<file path="src/hw/rtl/subset_sum_two_machine_split_core_defines.svh">
// Assertion macros for the top-level core file, which checks its own logic.
`ifndef SUBSET_SUM_TWO_MACHINE_SPLIT_CORE_DEFINES_SVH
`define SUBSET_SUM_TWO_MACHINE_SPLIT_CORE_DEFINES_SVH

`ifndef NO_ASSERTIONS
`define SSTS_ASSERT(lbl, clk, rst_n, prop, msg) \
	lbl: assert property (@(posedge clk) disable iff (!rst_n) prop) else $error(msg);
`define SSTS_ASSERT_NEVER(lbl, clk, rst_n, prop, msg) \
	lbl: assert property (@(posedge clk) disable iff (!rst_n) !(prop)) else $error(msg);
`else
`define SSTS_ASSERT(lbl, clk, rst_n, prop, msg)
`define SSTS_ASSERT_NEVER(lbl, clk, rst_n, prop, msg)
`endif

`endif

</file>
<file path="src/hw/rtl/ssts_ram.sv">
`timescale 1ns / 1ps
module ssts_ram #(
	parameter int WIDTH = 8,
	parameter int DEPTH = 16,
	localparam int AW = (DEPTH > 1) ? $clog2(DEPTH) : 1
) (
	input  logic             clk,
	input  logic             we,
	input  logic [AW-1:0]    waddr,
	input  logic [WIDTH-1:0] wdata,
	input  logic [AW-1:0]    raddr,
	output logic [WIDTH-1:0] rdata_q
);

	logic [WIDTH-1:0] mem [DEPTH];

	always_ff @(posedge clk) begin
		if (we) begin
			mem[waddr] <= wdata;
		end
		rdata_q <= mem[raddr];
	end

endmodule

</file>
<file path="config.mk">
export PLATFORM = sky130hd
export DESIGN_NAME = ssts_ram
export DESIGN_NICKNAME = d
export VERILOG_FILES = /design/src/hw/rtl/subset_sum_two_machine_split_core_defines.svh /design/src/hw/rtl/ssts_ram.sv
export SDC_FILE = /design/constraint.sdc
export NUM_CORES = 1
export LEC_CHECK = 0
export CAP_MARGIN = 0
export CORE_ASPECT_RATIO = 0.5
export CORE_MARGIN = 5
export CORE_UTILIZATION = 41
export DETAILED_ROUTE_END_ITERATION = 7
export DONT_BUFFER_PORTS = 1
export PLACE_DENSITY = 0.65
export SETUP_SLACK_MARGIN = 0.1
export SYNTH_ARGS = -nofsm -noshare
export SYNTH_HDL_FRONTEND = slang
export SYNTH_SLANG_ARGS = --single-unit
</file>
<file path="constraint.sdc">
create_clock -name clk -period 3 [get_ports clk]
set_input_delay 0.15 -clock clk [delete_from_list [all_inputs] [get_ports clk]]
set_output_delay 0.15 -clock clk [all_outputs]
set_load 0.05 [all_outputs]
</file>
# After elaboration in Yosys (flattened, before gate mapping)
# Memory sizes are Yosys's and may differ from the RTL's. A register that Yosys moved wholly into a read port is not among the register bits.
# Index checks and enable logic that the tools add are counted.
# word_totals
reg_bits	0
ramBits	128
input_bits	18
output_inout_bits	8
elab_cells	3
memories	1
# memory_table
memory	depth	word_bits	rd	rd_ports_with_merged_regs	write_ports	line_no	text
mem	16	8	1	1	1	ssts_ram.sv:15	logic [WIDTH-1:0] mem [DEPTH];
# classes
n_mux	2
# ops
cell	count
two-way mux 1 bit	2

# Logic depth before layout (Yosys ltp)
# logic_depth
ltp_word	2
depth_mapped	5
ltp_nobuf	3

# Worst setup path after synthesis
# OpenSTA, ideal clock, no wires.
# synth_timing
path_kind	input -> register
from	in waddr[2]
to	mem mem[0][0] (enable)
setup_ns	0.383
arrival_time_ns	1.260
required_time_ns	2.617
setup_slack_ns	1.357
stages	2
n_path_buf	0
path_cell_list	or3b_2 nor3_1
# synth_rtl
item	line_no	text
from (decl)	ssts_ram.sv:9	input logic [AW-1:0] waddr,
to (decl)	ssts_ram.sv:15	
# No word-level cell before the write port.

==> results.py <==
metrics = {
    "status": {
        "status": "completed",
    },
    "grt": {
        "grt_max_degree": 33,
        "grt_pass1_vias": 2505,
        "grt_overflow": 0,
        "grt_use_total": 0.1467,
        "antenna_found_initial": 0,
        "grt_pass1_wl_mm": 15.37,
    },
    "min_path": {
        "whs_endpoint": "rdata_q[2]",
        "hold_depth": 3,
        "hp-start": "raddr[1]",
        "hp-class": "in -> reg",
    },
    "pwr": {
        "vdd_drop_max_mv": 0.5045,
        "leakagePower_nw": 1.945,
        "powerDensity_nw_per_um2": 759.6,
    },
    "floorplanning": {
        "dieWidth_um": 168.5,
        "dieArea_um2": 15030,
        "initial_core_util": 0.4271,
        "pin_count": 26,
        "dieHeight_um": 89.23,
        "core_area_um2": 12050,
        "row_count": 28,
    },
    "clocking": {
        "cts-buffers-inserted": 17,
        "htree_levels": 4,
        "tritoncts": "done",
        "cts_sinks": 136,
        "clock_latency_ps": 410,
        "cts.reportedPaths.clkPinSlew_ps": 60,
        "clock_path_buffers": 2,
        "cts_root_buf": "clkbuf_16",
    },
    "route": {
        "routed_wl_mm": 9.875,
        "drt-initial-drc-count": 147,
        "num_vias": 2303,
        "drc_errors": 0,
        "antenna_left": 0,
        "viasPerCell": 5.406,
        "drt-pass1-iter-count": 4,
        "post_drt_wl_per_cell_um": 23.18,
    },
    "logic_synthesis": {
        "yosysTopAreaCell": "edfxtp_1",
        "yosysSeqAreaShare": 0.7778,
        "synth_edf_count": 128,
        "ys_types": 19,
        "synth_most_common_cell": "edfxtp_1",
        "synth_flop_cell": "edfxtp_1",
        "syn_inst": 229,
        "synth_area_leaders": "edfxtp_1, mux4_2, mux4_1",
        "synth-seq-cells": 136,
        "yosysTopAreaCellShare": 0.7467,
        "syn-num-nets": 247,
        "syn-mean-instance-area_um2": 22.48,
        "synth_common_cells": "edfxtp_1, mux4_2, a22oi_1",
        "yosysWarnings": 0,
        "async_reset_ff_frac": 0,
        "synth_area_um2": 5147,
    },
    "timing": {
        "finalSetupTns_ps": 0,
        "clock_skew_ps": 7.143,
        "slew_headroom": 0.1636,
        "max_slew.worst_pin.slew_ps": 1245,
        "setup_viol": 0,
        "rsz0062_at_grt": "false",
        "finalCritPeriodShare": 0.4859,
        "hold_viol": 0,
        "layout_min_cycle_time_ps": 1458,
        "holdWs_ps": 57.43,
        "timing.fmax_ghz": 0.6860,
        "slew_viol_final": 0,
    },
    "flow_run": {
        "max_cap_viol_count": 0,
    },
    "cells_and_area": {
        "areaGrowthSynthToFinish_pct": 16.70,
        "nets": 266,
        "drive_above_1_share": 0.2031,
        "n_antenna_cell": 0,
    },
    "critical_path": {
        "crit_type": "reg -> reg",
        "worstPathRequired_ps": 3270,
        "rr_endpoint": "rdata_q[7]",
        "reg2reg_slack_ps": 1540,
        "critPathCaptureType": "register",
        "crit_fanout": 1,
        "reg2reg_depth": 3,
        "worstSetupStartpointType": "register",
        "r2r-start": "mem[2][7]",
        "cp.arrival_ps": 1730,
    },
    "placed_design": {
        "numPortBuffers": 0,
        "gp_congestion": 0.7349,
        "dp_hpwl_mm": 5.997,
    },
}
[layer usage]
layer / up-vias / wire length [µm] / track usage
met2: 100 / 4863 / 0.2424
met5: - / 0 / 0
met1: 1177 / 3857 / 0.1837
met3: 16 / 985 / 0.05212
met4: 0 / 169 / 0.05302
li1: 1010 / - / -
[flip-flops by register name, indices dropped and copies added, names as in the netlist]
name	count
mem	128
rdata_q	8
[repair_timing]
action | in CTS | in global routing
endpoints found under the hold margin | 128 | 0
hold buffers | 8 | 0
gates resized for setup | 0 | 0
buffers inserted | 0 | 0
[stage by stage]
step	utilization	instances	area [µm²]	setup slack (ps)	total power [mW]
3_3_place_gp	0.4383	386	5283	1417	2.333
5_1_grt	0.4984	426	6007	1476	4.713
3_5_place_dp	0.4383	386	5283	1376	2.337
2_1_floorplan	-	229	5147	1357	2.325
6_report	0.4984	426	6007	1542	4.563
4_1_cts	0.4984	426	6007	1536	4.597
[cells by family after synthesis]
| logic type | after synthesis | share of synthesized area |
|---|---|---|
| AO/OA/AOI/OAI | 16 | 0.02334 |
| buffers and inverters | 10 | 0.01677 |
| flip-flops | 136 | 0.7778 |
| multiplexers | 32 | 0.1502 |
| AND/OR/NAND/NOR | 35 | 0.03184 |
[worst max path at each step]
stage / endpoint / cells after the start / startpoint / slack (ps)
2_1_floorplan: mem[0][0] / 2 / waddr[2] / 1360
3_3_place_gp: mem[2][6] / 2 / waddr[2] / 1420
3_5_place_dp: mem[12][1] / 2 / we / 1380
4_1_cts: rdata_q[0] / 3 / mem[0][0] / 1540
5_1_grt: rdata_q[1] / 3 / mem[2][1] / 1480
6_report: rdata_q[7] / 3 / mem[2][7] / 1540
[cell usage in the layout, fill, tap and decap left out]
| cell | synthesis | routed |
|---|---|---|
| edfxtp_1 | 128 | 128 |
| mux4_2 | 18 | 18 |
| clkbuf_16 | 0 | 17 |
| a22oi_1 | 16 | 16 |
| mux4_1 | 14 | 14 |
| nor2_1 | 13 | 13 |
| nand2_1 | 9 | 9 |
| dlygate4sd3_1 | 0 | 8 |
| dfxtp_1 | 8 | 8 |
| clkinv_4 | 0 | 5 |
| nor3_1 | 4 | 4 |
| bufinv_16 | 0 | 4 |
| nand3b_1 | 2 | 2 |
| nand2b_1 | 2 | 2 |
| inv_8 | 0 | 2 |
| inv_6 | 0 | 2 |
| clkinvlp_4 | 0 | 2 |
| buf_4 | 1 | 2 |
| nor2b_1 | 1 | 1 |
| and2_1 | 1 | 1 |
| and2b_1 | 1 | 1 |
| nand3_1 | 1 | 1 |
| or3b_2 | 1 | 1 |
[layout make-up]
class | count | area [µm²]
sequential | 136 | 4004
clock inverter | 15 | 219.0
fill | 930 | 6045
clock buffer | 17 | 425.4
tap | 165 | 206.4
timing repair buffer | 10 | 95.09
multi-input combinational | 83 | 1057
[critical path, stage by stage (launching register included)]
cell      delay, ps
edfxtp_1        370
mux4_2          470
a22oi_1         340
nand2_1         140
[power by group]
group | total (mW) | internal (mW) | switching, mW
Clock | 2.23 | 1.41 | 0.819
Combinational | 0.148 | 0.0675 | 0.0808
Sequential | 2.18 | 2.13 | 0.0576
Total | 4.56 | 3.61 | 0.958
Power figures use the tool's default switching activity.
