**src/hw/rtl/subset_sum_two_machine_split_core_defines.svh**
```systemverilog
// Assertion macros for the top-level core file, which checks its own logic.
`ifndef SUBSET_SUM_TWO_MACHINE_SPLIT_CORE_DEFINES_SVH
`define SUBSET_SUM_TWO_MACHINE_SPLIT_CORE_DEFINES_SVH

`ifndef NO_ASSERTIONS
`define SSTS_ASSERT(lbl, clk, rst_n, prop, msg) \
	lbl: assert property (@(posedge clk) disable iff (!rst_n) prop) else $error(msg);
`define SSTS_ASSERT_NEVER(lbl, clk, rst_n, prop, msg) \
	lbl: assert property (@(posedge clk) disable iff (!rst_n) !(prop)) else $error(msg);
`else
`define SSTS_ASSERT(lbl, clk, rst_n, prop, msg)
`define SSTS_ASSERT_NEVER(lbl, clk, rst_n, prop, msg)
`endif

`endif

```
**src/hw/rtl/ssts_pkg.sv**
```systemverilog
`timescale 1ns / 1ps
package ssts_pkg;

	localparam int CAP_W = 12;
	localparam int START_W = 18;
	localparam logic [CAP_W-1:0] CAP_RESET = 12'd4095;

	typedef enum logic [1:0] {
		TOP_IDLE,
		TOP_SWEEP,
		TOP_LAUNCH,
		TOP_TRACE
	} top_state_t;

	typedef enum logic [2:0] {
		TR_IDLE,
		TR_RD,
		TR_EX,
		EM_RD,
		EM_OUT
	} trace_state_t;

endpackage

```
**src/hw/rtl/ssts_trace.sv**
```systemverilog
`timescale 1ns / 1ps
module ssts_trace import ssts_pkg::*; #(
	parameter int MAX_JOBS = 64,
	parameter int MAX_CAPACITY = 4096,
	parameter int LENGTH_BITS = 12,
	localparam int AW = $clog2(MAX_CAPACITY),
	localparam int KW = (MAX_JOBS > 1) ? $clog2(MAX_JOBS) : 1,
	localparam int CNTW = $clog2(MAX_JOBS + 1)
) (
	input  logic                   clk,
	input  logic                   arst_n,
	input  logic                   start,
	input  logic [CNTW-1:0]        n,
	input  logic [CAP_W-1:0]       cap,
	output logic [AW-1:0]          take_raddr,
	input  logic [MAX_JOBS-1:0]    take_rdata,
	output logic [KW-1:0]          store_raddr,
	input  logic [LENGTH_BITS-1:0] store_rdata,
	input  logic                   out_stall,
	output logic                   out_valid,
	output logic [START_W-1:0]     start_time,
	output logic                   on_first_machine,
	output logic                   last_result,
	output logic                   done
);

	localparam int DW = ((AW > LENGTH_BITS) ? AW : LENGTH_BITS) + 1;
	localparam int CMPW = ((AW > CAP_W) ? AW : CAP_W) + 1;

	trace_state_t state_q, state_d;

	logic [CNTW-1:0]     n_q;
	logic [KW-1:0]       k_q;
	logic [KW-1:0]       i_q;
	logic [AW-1:0]       w_q;
	logic [MAX_JOBS-1:0] chosen_q;
	logic [START_W-1:0]  first_q;
	logic [START_W-1:0]  second_q;
	logic                out_valid_q;
	logic [START_W-1:0]  start_time_q;
	logic                on_first_q;
	logic                last_q;

	logic          load;
	logic          is_last;
	logic          take_bit;
	logic [AW-1:0] w_start;

	always_comb begin
		state_d = state_q;
		unique case (state_q)
			TR_IDLE: if (start) state_d = TR_RD;
			TR_RD: state_d = TR_EX;
			TR_EX: state_d = (k_q == '0) ? EM_RD : TR_RD;
			EM_RD: state_d = EM_OUT;
			EM_OUT: if (load) state_d = is_last ? TR_IDLE : EM_RD;
			default: state_d = TR_IDLE;
		endcase
	end

	always_comb begin
		load = (state_q == EM_OUT) && (!out_valid_q || !out_stall);
		is_last = i_q == KW'(n_q - CNTW'(1));
		done = load && is_last;
		take_bit = take_rdata[k_q];
		take_raddr = w_q;
		store_raddr = ((state_q == EM_RD) || (state_q == EM_OUT)) ? i_q : k_q;
		if (CMPW'(cap) > CMPW'(MAX_CAPACITY - 1)) begin
			w_start = AW'(MAX_CAPACITY - 1);
		end else begin
			w_start = AW'(cap);
		end
	end

	always_ff @(posedge clk or negedge arst_n) begin
		if (!arst_n) begin
			state_q <= TR_IDLE;
			out_valid_q <= 1'b0;
		end else begin
			state_q <= state_d;
			if (load) begin
				out_valid_q <= 1'b1;
			end else if (!out_stall) begin
				out_valid_q <= 1'b0;
			end
		end
	end

	always_ff @(posedge clk) begin
		if (start && (state_q == TR_IDLE)) begin
			n_q <= n;
			k_q <= KW'(n - CNTW'(1));
			w_q <= w_start;
			first_q <= '0;
			second_q <= '0;
		end
		if (state_q == TR_EX) begin
			chosen_q[k_q] <= take_bit;
			if (take_bit) begin
				if (DW'(w_q) >= DW'(store_rdata)) begin
					w_q <= AW'(DW'(w_q) - DW'(store_rdata));
				end else begin
					w_q <= '0;
				end
			end
			if (k_q == '0) begin
				i_q <= '0;
			end else begin
				k_q <= k_q - KW'(1);
			end
		end
		if (load) begin
			on_first_q <= chosen_q[i_q];
			last_q <= is_last;
			if (chosen_q[i_q]) begin
				start_time_q <= first_q;
				first_q <= first_q + START_W'(store_rdata);
			end else begin
				start_time_q <= second_q;
				second_q <= second_q + START_W'(store_rdata);
			end
			i_q <= i_q + KW'(1);
		end
	end

	assign out_valid = out_valid_q;
	assign start_time = start_time_q;
	assign on_first_machine = on_first_q;
	assign last_result = last_q;

endmodule

```
**config.mk**
```make
export PLATFORM = sky130hd
export DESIGN_NAME = ssts_trace
export DESIGN_NICKNAME = d
export VERILOG_FILES = /design/src/hw/rtl/subset_sum_two_machine_split_core_defines.svh /design/src/hw/rtl/ssts_pkg.sv /design/src/hw/rtl/ssts_trace.sv
export SDC_FILE = /design/constraint.sdc
export NUM_CORES = 1
export LEC_CHECK = 0
export ABC_AREA = 1
export BUFFER_PORTS_ARGS = -buffer_cell sky130_fd_sc_hd__buf_2
export CORE_MARGIN = 2
export CORE_UTILIZATION = 40
export DETAILED_ROUTE_END_ITERATION = 12
export GPL_TIMING_DRIVEN = 0
export PLACE_DENSITY_LB_ADDON = 0.15
export SYNTH_ARGS = -nofsm -noshare
export SYNTH_HDL_FRONTEND = slang
export SYNTH_SLANG_ARGS = --single-unit
```
**constraint.sdc**
```tcl
create_clock -name clk -period 2.4 [get_ports clk]
set_input_delay 0.48 -clock clk [delete_from_list [all_inputs] [get_ports clk]]
set_output_delay 0.48 -clock clk [all_outputs]
set_load 0.05 [all_outputs]
```
* After elaboration in Yosys (flattened, before gate mapping)
Cells that the tools add are included.
W data, S select, Z words.
** Word-level totals
- Bits in registers :: 154
- Bits of input ports :: 99
- Output and inout port bits :: 40
** Operators by class
- Add/sub/neg operators :: 7
- Order comparisons :: 4
- Eq/ne operators :: 8
- Multiplexer cells :: 32
- Reduce and logical (&&, ||, !) cells :: 14
** Operators by type and width (count)
- $mux W18 :: 7
- $bwmux W64 :: 1
- $mux W12 :: 4
- $mux W6 :: 7
- $add A18 B12 Y18 :: 2
- $sub A6 B1 Y6 const B :: 3
- $pmux W3 S5 :: 1
- $lt A6 B7 Y1 const B :: 2
- $bmux W1 S6 :: 2
- $ge A12 B12 Y1 :: 1
- $sub A12 B12 Y12 :: 1
- $add A6 B1 Y6 const B :: 1
- $demux W1 S6 :: 1
- $eq A3 B2 Y1 const B :: 2
- $eq A6 B6 Y1 :: 1
- $ge A6 B1 Y1 const B :: 1
- $logic_not A6 Y1 :: 1
- $mux W3 :: 2
- $mux W1 :: 5
- $logic_and A1 B1 Y1 :: 4
- $mux W2 :: 2
- $ne A2 B2 Y1 const B :: 2
- $reduce_and A2 Y1 :: 2
- $reduce_bool A2 Y1 :: 2
- 6 further kinds :: 8

* Longest topological paths before layout
Gate-level depths: netlist of the first run.
- Depth after elaboration :: 5
- Mapped depth :: 16
- Gate-level depth less buffers :: 14

* Worst setup path before layout of the first run
Ideal clock, no wire load.
- Path type :: register -> output
- From :: register state_q[0]
- To :: output port store_raddr[0]
- Data arrival time :: 1.914 ns
- Required time :: 1.920 ns
- Setup slack :: 0.006 ns
- Cell stages (with the launch flop) :: 6
- Buffers on the path :: 1
- Path through :: dfrtp_1 > nor2_1 > nand2_1 > nand2_1 > clkbuf_1 > o21ai_0
** Between the ends
- Longest elaborated chain between the ends :: 3
- Elaborated cells on any way between the ends :: 4
** RTL lines
- from (decl) :: line ssts_trace.sv:30 : trace_state_t state_q, state_d;
- from (signal assigned) :: line ssts_trace.sv:80 : state_q <= state_d;
- $eq A3 B2 Y1 or $eq A3 B3 Y1 (tied branches) :: line ssts_trace.sv:67 : store_raddr = ((state_q == EM_RD) || (state_q == EM_OUT)) ? i_q : k_q;
- $logic_or A1 B1 Y1 * :: line ssts_trace.sv:67
- $mux W6 * :: line ssts_trace.sv:67
- to (decl) :: line ssts_trace.sv:17 : output logic [KW-1:0] store_raddr,
Mark *: on every way between the ends. The rest lies on a longest branch, timed or not.

* Worst setup path in the final report of the first run
- From :: register i_q[1]
- To :: output port done
** Between the ends
- Longest elaborated chain between the ends :: 2
** RTL lines
- from (decl) :: line ssts_trace.sv:34 : logic [KW-1:0] i_q;
- from (signal assigned) :: line ssts_trace.sv:122 : i_q <= i_q + KW'(1);
- $eq A6 B6 Y1 :: line ssts_trace.sv:63 : is_last = i_q == KW'(n_q - CNTW'(1));
- $logic_and A1 B1 Y1 :: line ssts_trace.sv:64 : done = load && is_last;
- to (decl) :: line ssts_trace.sv:24 : output logic done
No other way between the ends.

==> metrics.md, run 1 <==
| Metric | Value |
|---|---|
| Slew at the pin closest to its max-slew limit | `0.773 ns` |
| CTS tree | `done` |
| Remaining DRCs | `0` |
| Crit path DAT | `1.97 ns` |
| Max Slew Vio Count | `0` |
| Min-Delay Path Class | `input pin to flip-flop` |
| Vias in the first global route | `8,909` |
| Startpoint types | `flip-flop` |
| Minimum clock period | `2.45 ns` |
| Initial antenna violation count | `0` |
| Register area share after synthesis | `41.2%` |
| Worst reg2reg setup slack | `0.10 ns` |
| Register Area | `0.00407 mm2` |
| PD cells | `1160 mW/mm2` |
| Filler Cell Count | `2,529` |
| Filler-free cell count of the finished design | `1,888` |
| DRT iter0 DRCs | `619` |
| Pre-antenna DRT Iters | `5` |
| Final setup fails | `1` |
| Longest Clk Path Bufs | `2` |
| WP buf/inv | `4` |
| Cells along the critical path | `buf_6 > buf_6 > xnor2_1 > a21oi_1 > nand2_1 > inv_2 > nand3_4 > nor2_4 > buf_8` |
| CP Class | `flip-flop to primary output` |
| Final hold vios | `0` |
| Commonest cells after routing, fill and taps aside | `520 x nand2_1, 151 x buf_2, 127 x nor2_1, 124 x inv_1, 106 x nand3_1` |
| Commonest non-fill, non-tap cell in the layout | `nand2_1` |
| Vias per cell | `5.06` |
| GRT Overall Usage | `22.7%` |
| # rows | `57` |
| CTS Root Cell | `clkbuf_16` |
| Post-DRT Antenna Nets | `0` |
| Area occupied by multi-input gates | `0.00511 mm2` |
| Dpl ws | `-0.480 ns` |
| RSZ-0062 raised after global routing | `true` |
| Top_reg_cell synth | `edfxtp_1` |
| Core Footprint | `0.0242 mm2` |
| Flip-flop and latch count after synthesis | `154` |
| Worst-skew pair later-pin latency | `0.43 ns` |
| Fin util | `49.0%` |
| Crit. End Element | `primary output` |
| CP top delay family | `buffers and inverters` |
| Syn_area_per_cell | `7.16 um2` |
| Post-synth EDFFs | `96` |
| # Max-Cap Violations | `0` |
| Worst endpoint required time | `1.92 ns` |
| CP max stage cell | `edfxtp_1` |
| Placed Area | `0.0110 mm2` |
| Most numerous cell on the critical path | `buf_6` |
| Lkg Pwr | `5.81 nW` |
| Largest net degree at the start of global routing | `74` |
| Final instance area | `0.0119 mm2` |
| YS warnings | `0` |
| Worst slew margin | `48.5%` |
| Port Buffers | `137` |
| Failing checks | `setup timing` |
| Clk sinks | `154` |
| Post-route clock period utilization | `102%` |
| H-tree depth | `4` |
| Die H | `161 um` |
| Total power | `0.0138 W` |
| Remaining Overflow, GRT | `0` |
| Final HPWL DP | `21,600 um` |
| Max VDD drop | `0.911 mV` |
| Initial Utilization | `40.7%` |
| Reg clk slew, reported paths | `0.06 ns` |
| Ports | `139` |
| Diodes inserted | `0` |
| Die Area | `0.0260 mm2` |
| Global-route wire length before repair | `46,200 um` |
| Synthesized area | `0.00987 mm2` |
| Syn_nets | `1,520` |
| Routability-driven placement congestion ratio | `0.895` |
| Crit Path Max Fanout | `10` |
| Clock skew | `0.00805 ns` |
| Slack of the critical path | `-0.0466 ns` |
| Status | `finished with violations` |
| Syn Inst Count | `1,378` |
| Fraction of layout cells with a size suffix above 1 | `16.4%` |
| TritonCTS Buffers | `17` |
| WL per Instance | `15.6 um` |
| Placed cell count | `1,839` |
| Layout area overhead | `20.4%` |
| Nets | `1,693` |
| Async S/R FF share, synth | `2.60%` |
| Vias | `9,545` |
| DIE WIDTH | `161 um` |
| Fmax | `0.409 GHz` |
| Number of distinct library cells after synthesis | `37` |
| Total Wirelength | `29,400 um` |
| Slowest stage delay, CP | `0.44 ns` |
metrics by stage:
step / hold WS, ns / TNS (ns)
finish: 0.255 / -0.0466
global route: 0.244 / -0.186
CTS: 0.236 / -0.0763
detailed placement: 0.287 / -51.11
global placement: 0.286 / -67.71
floorplan: 0.184 / 0
cell type report:
class                           instances  area share (%)
Multi-Input combinational cell       1040            43.0
Sequential cell                       154            34.2
Timing Repair Buffer                  154            7.14
Clock buffer                           20            4.21
Inverter                              131            4.19
Tap cell                              324            3.41
Buffer                                 53            2.99
Clock inverter                         12           0.895
cells in the mapped netlist, types with 11 or more instances:
| master | instances | area share (%) |
|---|---|---|
| ha_1 | 40 | 5.1 |
| nand3_1 | 108 | 5.5 |
| nand4_1 | 33 | 2.1 |
| xnor2_1 | 25 | 2.2 |
| nor2_1 | 130 | 4.9 |
| nor3_1 | 11 | 0.56 |
| a21oi_1 | 58 | 2.9 |
| inv_1 | 128 | 4.9 |
| xor2_1 | 21 | 1.9 |
| edfxtp_1 | 96 | 29 |
| o21ai_0 | 46 | 2.3 |
| nand2_1 | 523 | 20 |
| buf_2 | 28 | 1.4 |
| dfxtp_1 | 54 | 11 |
state kept, by name, indices dropped and copies added (netlist names):
name / flops
chosen_q: 64
k_q: 6
state_q: 3
n_q: 6
out_valid: 1
start_time: 18
take_raddr: 12
last_result: 1
second_q: 18
on_first_machine: 1
i_q: 6
first_q: 18
power breakdown:
part / switching, W / internal (W) / total, W
registers: 0.000335 / 0.00378 / 0.00411
logic: 0.00485 / 0.00209 / 0.00694
clock network: 0.00112 / 0.00162 / 0.00273
total: 0.00631 / 0.00748 / 0.0138
path summary, 6_finish.rpt:
check / from / to / cells past startpoint
worst max-delay path: i_q[1]$_SDFFCE_PN0P_ / done / 9
worst min-delay path: n[1] / n_q[1]$_DFFE_PP_ / 1
worst max register to register: i_q[2]$_SDFFCE_PN0P_ / start_time[2]$_DFFE_PP_ / 11
worst min register to register: second_q[8]$_DFF_P_ / second_q[8]$_DFF_P_ / 2
max in group asynchronous: arst_n / state_q[0]$_DFFE_PN0P_ / 2
min in group asynchronous: arst_n / state_q[1]$_DFFE_PN0P_ / 2
layer usage:
metal / part of all wire, % / GRT usage, % / routed length (um) / up-vias
li1: - / - / - / 4833
met1: 48 / 32.1 / 14000 / 4360
met2: 44 / 35.5 / 12900 / 314
met3: 6.4 / 4.19 / 1890 / 38
met4: 1.9 / 7.06 / 565 / 0
met5: 0 / 0 / 0 / -
timing repair:
action                                  4_1_cts  5_1_grt
hold buffers                                  1        0
resized for setup                            31       33
hold endpoints to repair                      4        0
endpoints found under the setup margin      169      167
setup buffers                                14        2
pin swaps                                     5        3
cell families (layout without fill, tap and decap cells):
logic type / count (synthesis) / in the layout / share of synthesized area, %
and+or+nand+nor: 814 / 814 / 33.7
adders and majority gates: 43 / 43 / 5.68
DFF: 154 / 154 / 41.2
buffers and inverters: 184 / 370 / 7.88
AOI/OAI and AO/OA: 137 / 137 / 7.45
xor gates and xnor gates: 46 / 46 / 4.08
No activity file was read; power rests on OpenSTA's default activity.
==> run 2, diff against run 1 <==
--- a/config.mk
+++ b/config.mk
@@ -6,7 +6,7 @@
 export NUM_CORES = 1
 export LEC_CHECK = 0
 export ABC_AREA = 1
-export BUFFER_PORTS_ARGS = -buffer_cell sky130_fd_sc_hd__buf_2
+export BUFFER_PORTS_ARGS = -buffer_cell sky130_fd_sc_hd__buf_4
 export CORE_MARGIN = 2
 export CORE_UTILIZATION = 40
 export DETAILED_ROUTE_END_ITERATION = 12
==> run 2 against run 1 <==
Compared with the run above: the run still ends with setup timing left; hold slack worse by 0.0078 ns; cell count is 0.21% higher; core utilization is 1.9 points higher; die area stayed put; sequential cell count stayed put; power is 0.57% higher; clock power is 6% lower; design area is 3.9% higher; clock skew is 0.0058 ns higher; fmax is 0.71% lower; critical path type unchanged; critical endpoint unchanged.
==> metrics.md, run 2 (synthesis gave the netlist of run 1 again) <==
| Metric | Value |
|---|---|
| Cells along the critical path | `buf_6 > buf_12 > buf_12 > xnor2_1 > a21oi_1 > nand2_1 > inv_2 > nand3_4 > nor2_4 > buf_8 (was buf_6 > buf_6 > xnor2_1 > a21oi_1 > nand2_1 > inv_2 > nand3_4 > nor2_4 > buf_8)` |
| Biggest register | `chosen_q (unchanged)` |
| Clock power share | `18.5% (was 19.8%)` |
| Dpl ws | `-0.534 ns (was -0.480 ns)` |
| Final instance area | `0.0123 mm2 (was 0.0119 mm2)` |
| Vias | `9,563 (was 9,545)` |
| Area occupied by multi-input gates | `0.00518 mm2 (was 0.00511 mm2)` |
| Worst-skew pair later-pin latency | `0.43 ns (about the same)` |
| Diodes inserted | `0 (unchanged)` |
| Reg clk slew, reported paths | `0.06 ns (about the same)` |
| Clock skew | `0.0138 ns (was 0.00805 ns)` |
| Final setup fails | `1 (unchanged)` |
| Largest register FFs | `64 (unchanged)` |
| Initial Utilization | `40.7% (unchanged)` |
| Worst endpoint required time | `1.92 ns (about the same)` |
| Ports | `139 (unchanged)` |
| Placed cell count | `1,839 (unchanged)` |
| Fmax | `0.406 GHz (was 0.409 GHz)` |
| CP max stage cell | `edfxtp_1 (unchanged)` |
| Crit Path Max Fanout | `10 (unchanged)` |
| Remaining DRCs | `0 (unchanged)` |
| Post-route clock period utilization | `103% (was 102%)` |
| Port Buffers | `137 (unchanged)` |
| Slew at the pin closest to its max-slew limit | `0.755 ns (was 0.773 ns)` |
| Startpoint types | `flip-flop (unchanged)` |
| DRT iter0 DRCs | `668 (was 619)` |
| CTS Root Cell | `clkbuf_16 (unchanged)` |
| Register Area | `0.00407 mm2 (unchanged)` |
| Max VDD drop | `0.826 mV (was 0.911 mV)` |
| Psw | `0.00632 W (was 0.00631 W)` |
| Final hold vios | `0 (unchanged)` |
| Lkg Pwr | `5.94 nW (was 5.81 nW)` |
| Largest net degree at the start of global routing | `74 (unchanged)` |
| Filler-free cell count of the finished design | `1,892 (was 1,888)` |
| Pre-antenna DRT Iters | `5 (unchanged)` |
| Layout area overhead | `25.1% (was 20.4%)` |
| Commonest cells after routing, fill and taps aside | `516 x nand2_1, 161 x buf_4, 125 x nor2_1, 124 x inv_1, 100 x nand3_1 (was 520 x nand2_1, 151 x buf_2, 127 x nor2_1, 124 x inv_1, 106 x nand3_1)` |
| Sw Share | `45.6% (was 45.7%)` |
| Commonest non-fill, non-tap cell in the layout | `nand2_1 (unchanged)` |
| Routability-driven placement congestion ratio | `0.934 (was 0.895)` |
| Remaining Overflow, GRT | `0 (unchanged)` |
| CTS tree | `done (unchanged)` |
| Total Wirelength | `30,000 um (was 29,400 um)` |
| Nets | `1,697 (was 1,693)` |
| Vias in the first global route | `8,949 (was 8,909)` |
| Sequential share of power | `29.9% (was 29.8%)` |
| Fraction of layout cells with a size suffix above 1 | `17.0% (was 16.4%)` |
| Crit. End Element | `primary output (unchanged)` |
| CP Class | `flip-flop to primary output (unchanged)` |
| GRT Overall Usage | `23.2% (was 22.7%)` |
| # Max-Cap Violations | `0 (unchanged)` |
| PD cells | `1120 mW/mm2 (was 1160 mW/mm2)` |
| Int Power | `0.00755 W (was 0.00748 W)` |
| TritonCTS Buffers | `17 (unchanged)` |
| Vias per cell | `5.05 (was 5.06)` |
| Most numerous cell on the critical path | `buf_12 (was buf_6)` |
| DIE WIDTH | `161 um (unchanged)` |
| WL per Instance | `15.8 um (was 15.6 um)` |
| Global-route wire length before repair | `47,200 um (was 46,200 um)` |
| Max Slew Vio Count | `0 (unchanged)` |
| WP buf/inv | `5 (was 4)` |
| Longest Clk Path Bufs | `2 (unchanged)` |
| Core Footprint | `0.0242 mm2 (unchanged)` |
| Status | `finished with violations (unchanged)` |
| Comb pwr share | `51.5% (was 50.3%)` |
| # rows | `57 (unchanged)` |
| Die Area | `0.0260 mm2 (unchanged)` |
| RSZ-0062 raised after global routing | `true (unchanged)` |
| Slack of the critical path | `-0.0642 ns (was -0.0466 ns)` |
| Die H | `161 um (unchanged)` |
| Clk sinks | `154 (unchanged)` |
| Min-Delay Path Class | `input pin to flip-flop (unchanged)` |
| H-tree depth | `4 (unchanged)` |
| Post-DRT Antenna Nets | `0 (unchanged)` |
| Slowest stage delay, CP | `0.40 ns (was 0.44 ns)` |
| CP top delay family | `buffers and inverters (unchanged)` |
| Crit path DAT | `1.98 ns (was 1.97 ns)` |
| Placed Area | `0.0113 mm2 (was 0.0110 mm2)` |
| Minimum clock period | `2.46 ns (was 2.45 ns)` |
| Filler Cell Count | `2,432 (was 2,529)` |
| Worst slew margin | `49.7% (was 48.5%)` |
| Failing checks | `setup timing (unchanged)` |
| Final HPWL DP | `22,000 um (was 21,600 um)` |
| Fin util | `50.9% (was 49.0%)` |
| Initial antenna violation count | `0 (unchanged)` |
run 2: path summary, 6_finish.rpt:
check	start	end	slack, ns	cells after the start
worst max-delay path	i_q[1]$_SDFFCE_PN0P_	done	-0.06	10
worst min-delay path	n[1]	n_q[1]$_DFFE_PP_	0.25	1
worst max register to register	i_q[1]$_SDFFCE_PN0P_	second_q[17]$_DFF_P_	0.09	14
worst min register to register	first_q[17]$_DFF_P_	first_q[17]$_DFF_P_	0.48	2
max in group asynchronous	arst_n	state_q[0]$_DFFE_PN0P_	1.89	2
min in group asynchronous	arst_n	out_valid$_DFFE_PN0P_	0.39	2
run 2: area by class of cell:
type                            instances  share of cell area, %
Multi-Input combinational cell       1040                   42.0
Sequential cell                       154                   32.9
Timing Repair Buffer                  159                   9.98
Clock buffer                           25                   4.21
Inverter                              131                   4.06
Tap cell                              324                   3.28
Buffer                                 52                   3.25
Clock inverter                          7                  0.304
run 2: worst reg2reg max path, cell delays in order (launching register included):
cell and delay, ns:
edfxtp_1 0.40, buf_6 0.14, buf_12 0.14, buf_12 0.13
buf_6 0.14, o211ai_1 0.12, nand3_1 0.14, nand3_2 0.10
nand2_2 0.07, nand3_4 0.11, nand2_4 0.09, nor2_2 0.43
nand2_1 0.10, nand2_1 0.08, inv_1 0.03
run 2: timing repair:
item,4_1_cts,5_1_grt
gates cloned,0,1
hold buffers,1,0
hold endpoints to repair,4,0
gates resized for setup,32,61
setup endpoints to repair,161,187
setup buffers,9,11
pin swaps,6,22
run 2: per-stage QoR:
stage / TNS [ns] / total power, W / hold WS (ns)
floorplan: 0 / 0.00889 / 0.184
finish: -0.0642 / 0.0139 / 0.247
CTS: -0.122 / 0.0136 / 0.235
global route: -0.544 / 0.0148 / 0.249
detailed placement: -46.61 / 0.0109 / 0.281
global placement: -60.66 / 0.0109 / 0.281
run 2: power groups by stage:
| stage | registers (W) | clock network (W) | logic, W |
|---|---|---|---|
| global placement | 0.00420 | 0 | 0.00669 |
| global route | 0.00420 | 0.00269 | 0.00789 |
| CTS | 0.00413 | 0.00260 | 0.00688 |
| detailed placement | 0.00420 | 0 | 0.00672 |
| finish | 0.00415 | 0.00257 | 0.00715 |
| floorplan | 0.00455 | 0 | 0.00434 |
run 2: routing by layer:
layer,GRT usage [%],wire [um],vias to the layer above
met5,0,0,-
met4,6.53,522,0
met3,3.83,1530,45
met2,36.5,13400,267
met1,33.1,14500,4413
li1,-,-,4838
